`src/sv/mhic_pkg.sv`:
```
`timescale 1ns / 1ps

package mhic_pkg;

    localparam int SAMPLE_WIDTH_DEF = 16;
    localparam int CNT_W            = 16;
    localparam int OP_W             = 3;
    localparam int MODE_W           = 2;
    localparam int NUM_AXES         = 3;

    localparam logic [CNT_W-1:0] MIN_SAMPLES_RST = CNT_W'(200);

    localparam logic [OP_W-1:0] OP_SAMPLE = 3'd0;
    localparam logic [OP_W-1:0] OP_START  = 3'd1;
    localparam logic [OP_W-1:0] OP_SAVE   = 3'd2;
    localparam logic [OP_W-1:0] OP_CANCEL = 3'd3;
    localparam logic [OP_W-1:0] OP_CLEAR  = 3'd4;
    localparam logic [OP_W-1:0] OP_APPLY  = 3'd5;

    localparam logic [MODE_W-1:0] MODE_IDLE     = 2'd0;
    localparam logic [MODE_W-1:0] MODE_SAMPLING = 2'd1;
    localparam logic [MODE_W-1:0] MODE_SAVED    = 2'd2;
    localparam logic [MODE_W-1:0] MODE_ERROR    = 2'd3;

endpackage

```
`src/sv/mag_hard_iron_calibrator_core.sv`:
```
`timescale 1ns / 1ps

// Hard-iron magnetometer calibrator, min/max method.
// Input channel (i_valid / o_ready) carries one operation per transfer: a raw
// sample, start, save, cancel, clear, or apply of given offsets. Output
// channel (o_valid / i_ready) returns exactly one status result per operation,
// in order: mode, sample count, the three reported offsets (max plus min, in
// half-LSB units), the applied flag, save success and a fusion-reset request.
// The item is captured in an input register; when it advances, the state is
// updated and the result goes to the output register behind o_valid. Throughput
// is one item per cycle unless the receiver stalls: all per-item work is two
// compares and one add per axis between the two registers. When the receiver
// stalls, the result holds in the output register and the input register still
// takes one more item; o_ready drops only once both are full. Synchronous
// active-low reset empties both registers, sets the mode to idle, clears the
// counter, offsets and flags, and loads min_samples with 200. The user writes
// min_samples via i_cfg_we / i_cfg_wdata only while idle; not enforced.
module mag_hard_iron_calibrator_core
    import mhic_pkg::*;
#(
    parameter int SAMPLE_WIDTH = SAMPLE_WIDTH_DEF
) (
    input  logic                           i_clk,
    input  logic                           i_rst_n,
    input  logic                           i_cfg_we,
    input  logic [CNT_W-1:0]               i_cfg_wdata,
    input  logic                           i_valid,
    output logic                           o_ready,
    input  logic [OP_W-1:0]                i_op,
    input  logic signed [SAMPLE_WIDTH-1:0] i_mag_x,
    input  logic signed [SAMPLE_WIDTH-1:0] i_mag_y,
    input  logic signed [SAMPLE_WIDTH-1:0] i_mag_z,
    input  logic signed [SAMPLE_WIDTH+1:0] i_set_off_x,
    input  logic signed [SAMPLE_WIDTH+1:0] i_set_off_y,
    input  logic signed [SAMPLE_WIDTH+1:0] i_set_off_z,
    output logic                           o_valid,
    input  logic                           i_ready,
    output logic [MODE_W-1:0]              o_cal_state,
    output logic [CNT_W-1:0]               o_samples_taken,
    output logic signed [SAMPLE_WIDTH+1:0] o_offset_x,
    output logic signed [SAMPLE_WIDTH+1:0] o_offset_y,
    output logic signed [SAMPLE_WIDTH+1:0] o_offset_z,
    output logic                           o_cal_active,
    output logic                           o_save_ok,
    output logic                           o_fusion_reset
);

    localparam int OFF_W = SAMPLE_WIDTH + 2;

    typedef logic signed [SAMPLE_WIDTH-1:0] t_sample;
    typedef logic signed [OFF_W-1:0]        t_offset;

    // Configuration
    logic [CNT_W-1:0] r_min_samples;

    // Input register
    logic             r_in_valid;
    logic [OP_W-1:0]  r_in_op;
    t_sample          r_in_mag [NUM_AXES];
    t_offset          r_in_set [NUM_AXES];

    // Calibration state
    logic [MODE_W-1:0] r_mode,    n_mode;
    logic [CNT_W-1:0]  r_cnt,     n_cnt;
    t_sample           r_min     [NUM_AXES];
    t_sample           n_min     [NUM_AXES];
    t_sample           r_max     [NUM_AXES];
    t_sample           n_max     [NUM_AXES];
    t_offset           r_off     [NUM_AXES];
    t_offset           n_off     [NUM_AXES];
    t_offset           r_boff    [NUM_AXES];
    t_offset           n_boff    [NUM_AXES];
    logic              r_bvalid,  n_bvalid;
    logic              r_applied, n_applied;
    logic              n_ok;
    logic              n_freset;

    // Output register
    logic              r_out_valid;
    logic [MODE_W-1:0] r_out_mode;
    logic [CNT_W-1:0]  r_out_cnt;
    t_offset           r_out_off [NUM_AXES];
    logic              r_out_applied;
    logic              r_out_ok;
    logic              r_out_freset;

    logic w_adv;
    logic w_in_take;

    assign w_adv     = r_in_valid && (!r_out_valid || i_ready);
    assign o_ready   = !r_in_valid || w_adv;
    assign w_in_take = i_valid && o_ready;

    always_ff @(posedge i_clk) begin
        if (!i_rst_n) begin
            r_min_samples <= MIN_SAMPLES_RST;
        end else if (i_cfg_we) begin
            r_min_samples <= i_cfg_wdata;
        end
    end

    always_ff @(posedge i_clk) begin
        if (!i_rst_n) begin
            r_in_valid <= 1'b0;
        end else if (o_ready) begin
            r_in_valid <= i_valid;
        end
    end

    always_ff @(posedge i_clk) begin
        if (w_in_take) begin
            r_in_op     <= i_op;
            r_in_mag[0] <= i_mag_x;
            r_in_mag[1] <= i_mag_y;
            r_in_mag[2] <= i_mag_z;
            r_in_set[0] <= i_set_off_x;
            r_in_set[1] <= i_set_off_y;
            r_in_set[2] <= i_set_off_z;
        end
    end

    always_comb begin
        n_mode    = r_mode;
        n_cnt     = r_cnt;
        n_bvalid  = r_bvalid;
        n_applied = r_applied;
        n_ok      = 1'b0;
        n_freset  = 1'b0;
        for (int i = 0; i < NUM_AXES; i++) begin
            n_min[i]  = r_min[i];
            n_max[i]  = r_max[i];
            n_off[i]  = r_off[i];
            n_boff[i] = r_boff[i];
        end

        unique case (r_in_op)
            OP_SAMPLE: begin
                if (r_mode == MODE_SAMPLING) begin
                    for (int i = 0; i < NUM_AXES; i++) begin
                        // The first sample of a session seeds both extremes.
                        if (r_cnt == '0 || r_in_mag[i] < r_min[i]) begin
                            n_min[i] = r_in_mag[i];
                        end
                        if (r_cnt == '0 || r_in_mag[i] > r_max[i]) begin
                            n_max[i] = r_in_mag[i];
                        end
                        n_off[i] = {{2{n_max[i][SAMPLE_WIDTH-1]}}, n_max[i]}
                                 + {{2{n_min[i][SAMPLE_WIDTH-1]}}, n_min[i]};
                    end
                    if (r_cnt != {CNT_W{1'b1}}) begin
                        n_cnt = r_cnt + CNT_W'(1);
                    end
                end
            end
            OP_START: begin
                for (int i = 0; i < NUM_AXES; i++) begin
                    n_boff[i] = r_applied ? r_off[i] : '0;
                    n_min[i]  = '0;
                    n_max[i]  = '0;
                    n_off[i]  = '0;
                end
                n_bvalid  = r_applied;
                n_applied = 1'b0;
                n_mode    = MODE_SAMPLING;
                n_cnt     = '0;
                n_freset  = 1'b1;
            end
            OP_SAVE: begin
                if (r_cnt < r_min_samples) begin
                    n_mode = MODE_ERROR;
                end else begin
                    n_mode    = MODE_SAVED;
                    n_applied = 1'b1;
                    n_bvalid  = 1'b0;
                    n_ok      = 1'b1;
                    n_freset  = 1'b1;
                end
            end
            OP_CANCEL: begin
                n_cnt = '0;
                for (int i = 0; i < NUM_AXES; i++) begin
                    n_off[i] = r_bvalid ? r_boff[i] : '0;
                end
                n_mode    = r_bvalid ? MODE_SAVED : MODE_IDLE;
                n_applied = r_bvalid;
                n_bvalid  = 1'b0;
                n_freset  = 1'b1;
            end
            OP_CLEAR: begin
                // The reported offsets are deliberately left as they are.
                n_applied = 1'b0;
                n_mode    = MODE_IDLE;
                n_cnt     = '0;
                n_bvalid  = 1'b0;
                n_freset  = 1'b1;
            end
            OP_APPLY: begin
                for (int i = 0; i < NUM_AXES; i++) begin
                    n_off[i] = r_in_set[i];
                end
                n_mode    = MODE_SAVED;
                n_applied = 1'b1;
                n_bvalid  = 1'b0;
                n_ok      = 1'b1;
                n_freset  = 1'b1;
            end
            default: begin
                // Unused operation codes leave the state alone.
            end
        endcase
    end

    always_ff @(posedge i_clk) begin
        if (!i_rst_n) begin
            r_mode    <= MODE_IDLE;
            r_cnt     <= '0;
            r_bvalid  <= 1'b0;
            r_applied <= 1'b0;
            for (int i = 0; i < NUM_AXES; i++) begin
                r_off[i] <= '0;
            end
        end else if (w_adv) begin
            r_mode    <= n_mode;
            r_cnt     <= n_cnt;
            r_bvalid  <= n_bvalid;
            r_applied <= n_applied;
            for (int i = 0; i < NUM_AXES; i++) begin
                r_off[i] <= n_off[i];
            end
        end
    end

    // Extremes are seeded by the first sample and the backup is read only when
    // valid, so neither needs a reset.
    always_ff @(posedge i_clk) begin
        if (w_adv) begin
            for (int i = 0; i < NUM_AXES; i++) begin
                r_min[i]  <= n_min[i];
                r_max[i]  <= n_max[i];
                r_boff[i] <= n_boff[i];
            end
        end
    end

    always_ff @(posedge i_clk) begin
        if (!i_rst_n) begin
            r_out_valid <= 1'b0;
        end else if (w_adv) begin
            r_out_valid <= 1'b1;
        end else if (i_ready) begin
            r_out_valid <= 1'b0;
        end
    end

    always_ff @(posedge i_clk) begin
        if (w_adv) begin
            r_out_mode    <= n_mode;
            r_out_cnt     <= n_cnt;
            r_out_applied <= n_applied;
            r_out_ok      <= n_ok;
            r_out_freset  <= n_freset;
            for (int i = 0; i < NUM_AXES; i++) begin
                r_out_off[i] <= n_off[i];
            end
        end
    end

    assign o_valid         = r_out_valid;
    assign o_cal_state     = r_out_mode;
    assign o_samples_taken = r_out_cnt;
    assign o_offset_x      = r_out_off[0];
    assign o_offset_y      = r_out_off[1];
    assign o_offset_z      = r_out_off[2];
    assign o_cal_active    = r_out_applied;
    assign o_save_ok       = r_out_ok;
    assign o_fusion_reset  = r_out_freset;

    // A successful save or apply always asks for a filter reset and leaves
    // the offsets applied in the saved mode.
    a_ok_implies_saved: assert property (@(posedge i_clk) disable iff (!i_rst_n)
        (r_out_valid && r_out_ok) |->
            (r_out_freset && r_out_applied && r_out_mode == MODE_SAVED))
        else $error("save_ok without saved, applied state");

    // A pending backup exists only during or just after a failed session.
    a_backup_mode: assert property (@(posedge i_clk) disable iff (!i_rst_n)
        r_bvalid |-> (r_mode == MODE_SAMPLING || r_mode == MODE_ERROR))
        else $error("backup valid outside a calibration session");

    a_backup_not_applied: assert property (@(posedge i_clk) disable iff (!i_rst_n)
        r_bvalid |-> !r_applied)
        else $error("backup valid while offsets applied");

    a_start_clears: assert property (@(posedge i_clk) disable iff (!i_rst_n)
        (w_adv && r_in_op == OP_START) |=>
            (r_cnt == '0 && r_mode == MODE_SAMPLING && !r_applied))
        else $error("start did not open a clean session");

    a_input_held: assert property (@(posedge i_clk) disable iff (!i_rst_n)
        (r_in_valid && !w_adv) |=> r_in_valid && $stable(r_in_op))
        else $error("input register lost an item under back-pressure");

endmodule
```
`config.mk`:
```
export PLATFORM = sky130hd
export DESIGN_NAME = mag_hard_iron_calibrator_core
export DESIGN_NICKNAME = d
export VERILOG_FILES = /design/src/sv/mhic_pkg.sv /design/src/sv/mag_hard_iron_calibrator_core.sv
export SDC_FILE = /design/constraint.sdc
export NUM_CORES = 1
export LEC_CHECK = 0
export ABC_AREA = 1
export BUFFER_PORTS_ARGS = -buffer_cell sky130_fd_sc_hd__clkbuf_2
export CORE_ASPECT_RATIO = 1.75
export CORE_MARGIN = 8
export CORE_UTILIZATION = 38
export DETAILED_ROUTE_END_ITERATION = 6
export SLEW_MARGIN = 20
export SYNTH_ARGS = -nofsm -noshare
export SYNTH_HDL_FRONTEND = slang
export SYNTH_SLANG_ARGS = --single-unit
```
`constraint.sdc`:
```
create_clock -name i_clk -period 20.1 [get_ports i_clk]
set_clock_uncertainty 0.15 [all_clocks]
set_input_delay 1.005 -clock i_clk [delete_from_list [all_inputs] [get_ports i_clk]]
set_output_delay 1.005 -clock i_clk [all_outputs]
set_load 0.02 [all_outputs]
```
-- After elaboration in Yosys (flattened, before gate mapping)
Memory sizes are Yosys's and may differ from the RTL's.
Index checks and enable logic that the tools add are counted.
- add/subtract/negate cells: 4
- multipliers: 0
- div/mod/pow operators: 0
- $lt $le $gt $ge: 7
- equality and inequality tests: 8
- shift-type cells: 0
- mux-type cells: 56
- bitwise operators: 3
- reduce and logical (&&, ||, !) cells: 21
- operators with widths (operator ; count):
    two-way mux 16 bit ; 20
    case mux 54 bit (4 select lines) ; 1
    case mux 48 bit (2 select lines) ; 2
    two-way mux 18 bit ; 9
    two-way mux 54 bit ; 2
    two-way mux 48 bit ; 2
    less-than comparator 16 bit ; 4
    adder 16 x 16 -> 17 bit ; 3
    greater-than comparator 16 bit ; 3
    case mux 16 bit (2 select lines) ; 1
    adder 16 x 1 -> 16 bit (second input constant) ; 1
    zero test 16 bit ; 1
    != test 16 bit (second input constant) ; 1
    two-way mux 1 bit ; 13
    case mux 2 bit (5 select lines) ; 1
    logical OR 1 bit ; 8
    equality test 3 x 2 -> 1 bit (second input constant) ; 2
    equality test 3 bit (second input constant) ; 2
    OR reduction 3 bit ; 2
    case mux 1 bit (2 select lines) ; 2
    case mux 1 bit (4 select lines) ; 1
    OR reduction 4 bit ; 1
    equality test 3 x 1 -> 1 bit (second input constant) ; 1
    zero test 3 bit ; 1
    other kinds (11) ; 15
- register bits after elaboration: 62
- latch bits: 0
- memory bits (writable): 360
- memory bits (read-only): 0
- input port bits: 126
- logic and storage cells: 119
- memories: 7
- memories (memory ; words ; bits a word ; rd ports ; clocked after Yosys merged registers in ; write ports ; line ; source):
    r_boff ; 3 ; 18 ; 3 ; 0 ; 3 ; mag_hard_iron_calibrator_core.sv:71 ; t_offset r_boff [NUM_AXES];
    r_in_set ; 3 ; 18 ; 3 ; 0 ; 3 ; mag_hard_iron_calibrator_core.sv:60 ; t_offset r_in_set [NUM_AXES];
    r_off ; 3 ; 18 ; 3 ; 0 ; 3 ; mag_hard_iron_calibrator_core.sv:69 ; t_offset r_off [NUM_AXES];
    r_out_off ; 3 ; 18 ; 3 ; 0 ; 3 ; mag_hard_iron_calibrator_core.sv:82 ; t_offset r_out_off [NUM_AXES];
    r_in_mag ; 3 ; 16 ; 3 ; 0 ; 3 ; mag_hard_iron_calibrator_core.sv:59 ; t_sample r_in_mag [NUM_AXES];
    r_max ; 3 ; 16 ; 3 ; 0 ; 3 ; mag_hard_iron_calibrator_core.sv:67 ; t_sample r_max [NUM_AXES];
    1 more memories ; - ; - ; - ; - ; - ; - ;

-- Logic depth before layout (Yosys ltp)
An unclocked memory read counts as a cell.
- word-level depth: 10
- gate-level depth with buffers: 33
- mapped depth without buffers: 32

-- Worst setup path before layout
OpenSTA, ideal clock, no wires.
- kind: input port to flip-flop
- from: input i_ready
- to: memory r_max[0][0] in the netlist's numbering, enable pin
- setup time: 0.582 ns
- arrival time: 5.882 ns
- data required time: 19.368 ns
- slack: 13.486 ns
- stages on the path: 4
- cells stage by stage: inv_1 > nand2_1 > nand2_1 > a21oi_1
- RTL lines (item ; line ; source):
    from (decl) ; mag_hard_iron_calibrator_core.sv:37 ; input logic i_ready,
    to (decl) ; mag_hard_iron_calibrator_core.sv:67 ;

==> results.md <==
* Run status: finished clean
* GR Overflow Total at 0
* Top delay family on crit path: simple AND/OR/NAND/NOR gates
* Most frequent cells in the layout: nand2_1 (857), inv_1 (502), edfxtp_1 (384)
* CTS resizes at 0
* Initial antenna violation count at 2
* I/O Buffers at roughly 200
* GR Layer Usage met3 at 0.0267
* Worst setup path start: r_cnt[0]
* Post-DP HPWL at 48.8 mm
* Clock Root Buffer: clkbuf_16
* Min Tclk post-route at 5.13 ns
* Hold Fails Final Rpt at 0
* CP arrival at 5.27 ns
* Crit. path cell count at 25
* Mean Syn Cell Area at ~8.4 um2
* Max clock buf depth at 3
* WS Path Type: reg -> reg
* Syn-to-layout area delta at 12.9%
* DRC at 0
* Core box area at about 63,000 um2
* Postcts setup bufs at 0
* IO Pins at approximately 200
* Synth Cell Area at between 20,000 and 25,000 um2
* WP buf/inv at 5
* Wire length per cell at between 15 and 20 um
* Gpl congestion at approximately 0.92
* Worst-Skew Late Latency at 0.58 ns
* CTS tree: done
* Slew margin rel. at 0.274
* Pwr/cell area at 76.9 nW/um2
* Sum Neg Setup Slack at 0 ns
* Rows at roughly 120
* Post-route ant nets at 0
* Seq/Total Area, Yosys at 0.508
* Worst r2r path cells at 25
* DR vias at 19,200
* Clock-pin slew on the worst setup and hold paths at 0.06 ns
* Global routing's busiest layer: met2
* Vias per cell at just under 5
* Drt pass-1 iters at 5
* Data required, critical path at between 20 and 25 ns
* Met2 Track Usage GR at 0.339
* First-pass GRT wire length at 108 mm
* Slowest CP cell: buf_4
* Unique masters post-synth at between 40 and 50
* RR Startpoint: r_cnt[0]
* RSZ-0062 raised after global routing: no
* EDFF count, synth at around 380
* Area of the die at roughly 72,000 um2
* Worst flop-to-flop path endpoint: r_off[0][53]
* Most used cell along the critical path: nand2_1
* Final #Nets at about 3,300
* Met1 usage at 0.230
* Synthesis warning total at 0
* FF-to-FF setup slack at 14.97 ns
* Max Cap Violations at 0
* Worst-path fanout max at between 50 and 60
* Die Y-Extent at 350 um
* Initial Util at 0.383
* Pwr Total at 2.10 mW
* Die span in x at 207 um
* Number of synthesized register bits at approximately 420
* P_leak at 13.3 nW
* Worst Setup Start Kind: flop
* Final setup fails at 0
* Number of CTS-inserted buffers at 44
* H-tree depth at 2
* Commonest non-fill, non-tap cell in the layout: nand2_1
* Hold Crit Class: reg -> reg
* Crit path to: r_off[0][53]
* Max Slew Vio Count at 0
* Overall routed net length at ~69 mm
* Largest stage delay, worst path at around 0.57 ns
* Ys async rst share at 0
* Largest net degree at the start of global routing at 76
* Final period util at 0.255
* Vias in the first global route at between 15,000 and 20,000
* Syn_nets at 3,160
* Sink Count at around 420
* Filler cells at 6,379
* Worst slew pin tran at 1.09 ns
* Initial DRC count at 1,287
* Post-CTS Hold Buffers at 0
* Max VDD drop at a little under 0.00006 V
* Cells after Synth at approximately 2,900
* Gr usage total at 0.190
* Layout cells sized above 1 at 0.103
* Top_reg_cell synth: edfxtp_1
* CP Capture Type: flop
* Fmax at a little under 200 MHz
## metal layers
metal  vias up  wire length (um)  part of all wire
met5         -                13           0.00019
met2       441             34600              0.50
met4         2              2330             0.034
li1       9702                 -                 -
met3       111              2930             0.043
met1      8951             29000              0.42
## logic make-up (layout without fill, tap and decap cells)
| group | Yosys count | after routing | share of synthesized area |
|---|---|---|---|
| flip-flops | 422 | 422 | 0.508 |
| XOR/XNOR | 20 | 20 | 0.00723 |
| adder cells (fa/ha/maj) | 163 | 163 | 0.0851 |
| other | 0 | 1 | 0 |
| buffers and inverters | 603 | 815 | 0.0974 |
| AND/OR/NAND/NOR | 1360 | 1360 | 0.232 |
| AO/OA/AOI/OAI | 303 | 303 | 0.0707 |
## worst min-delay path, cell delays in order, from the launching register on
cell and delay (ns):
dfxtp_1 0.30, inv_1 0.07, a21oi_1 0.06
## metrics by stage
| stage | hold WS, ns | std cells | setup slack (ns) | utilization | area [um2] |
|---|---|---|---|---|---|
| 6_report | 0.322 | 3890 | 14.97 | 0.433 | 27400 |
| 3_5_place_dp | 0.312 | 3808 | 14.97 | 0.411 | 26000 |
| 3_3_place_gp | 0.304 | 3808 | 15.03 | 0.411 | 26000 |
| 4_1_cts | 0.320 | 3889 | 14.95 | 0.433 | 27400 |
| 2_1_floorplan | 0.289 | 2871 | 13.49 | - | 24200 |
| 5_1_grt | 0.335 | 3889 | 14.45 | 0.433 | 27400 |
## how the worst min path moves through the flow
stage | from | cells past startpoint | endpoint | slack [ns]
after floorplan | r_min_samples[1] | 2 | r_min_samples[1] | 0.29
after global placement | r_min_samples[1] | 2 | r_min_samples[1] | 0.30
after detailed placement | r_min_samples[1] | 2 | r_min_samples[1] | 0.31
after CTS | r_min_samples[1] | 2 | r_min_samples[1] | 0.32
after global routing | r_min_samples[4] | 2 | r_min_samples[4] | 0.33
final | r_min_samples[9] | 2 | r_min_samples[9] | 0.32
## synth_stat cells (2+ instances only)
library cell / number / area [um2]
a221oi_1: 6 / 52.6
buf_6: 5 / 56.3
o21a_1: 2 / 15.0
xor2_1: 10 / 87.6
nand3b_1: 10 / 75.1
inv_2: 6 / 22.5
o21ai_0: 75 / 375
xnor2_1: 10 / 87.6
o311ai_1: 2 / 17.5
ha_1: 160 / 2000
buf_4: 6 / 45.0
fa_1: 3 / 60.1
a21oi_1: 159 / 796
nor3_1: 27 / 135
clkbuf_1: 48 / 180
buf_1: 4 / 15.0
nand2_1: 858 / 3220
o22ai_1: 3 / 18.8
dfxtp_1: 38 / 761
a21o_1: 5 / 37.5
nand3_2: 3 / 30.0
nand3_1: 166 / 831
nor4_1: 2 / 12.5
or2_2: 4 / 25.0
o211ai_1: 4 / 30.0
nor2_1: 212 / 796
o21ai_1: 9 / 45.0
edfxtp_1: 384 / 11500
nand4_1: 67 / 419
a211oi_1: 3 / 22.5
and2_1: 5 / 31.3
inv_1: 506 / 1900
buf_2: 27 / 135
a22o_1: 30 / 263
nand2_2: 5 / 31.3
## where the power goes
group | leakage, nW | internal (mW) | switching [mW]
clock network | 0.658 | 0.435 | 0.361
logic | 8.70 | 0.0906 | 0.197
registers | 3.97 | 0.999 | 0.0200
total | 13.3 | 1.52 | 0.578
## flip-flops by register name, indices dropped and copies added, names as in the netlist
name             count
r_min_samples       16
o_fusion_reset       1
r_off               54
r_min               48
r_max               48
o_valid              1
o_samples_taken     16
r_mode               2
r_in_op              3
r_in_valid           1
r_applied            1
r_in_mag            48
r_bvalid             1
r_cnt               16
r_in_set            54
o_cal_state          2
o_cal_active         1
r_boff              54
o_save_ok            1
r_out_off           54
## final cells by class
cell class                      instances  area (um2)  area share
Multi-Input combinational cell       1846        9610       0.351
Clock buffer                           61        1200      0.0441
Timing Repair Buffer                  222        1160      0.0424
Tap cell                              806        1010      0.0369
Antenna cell                            1        2.50   0.0000915
Inverter                              512        1930      0.0704
Sequential cell                       422       12300       0.449
Clock inverter                         20         149     0.00544
No activity file was read; power rests on OpenSTA's default activity.
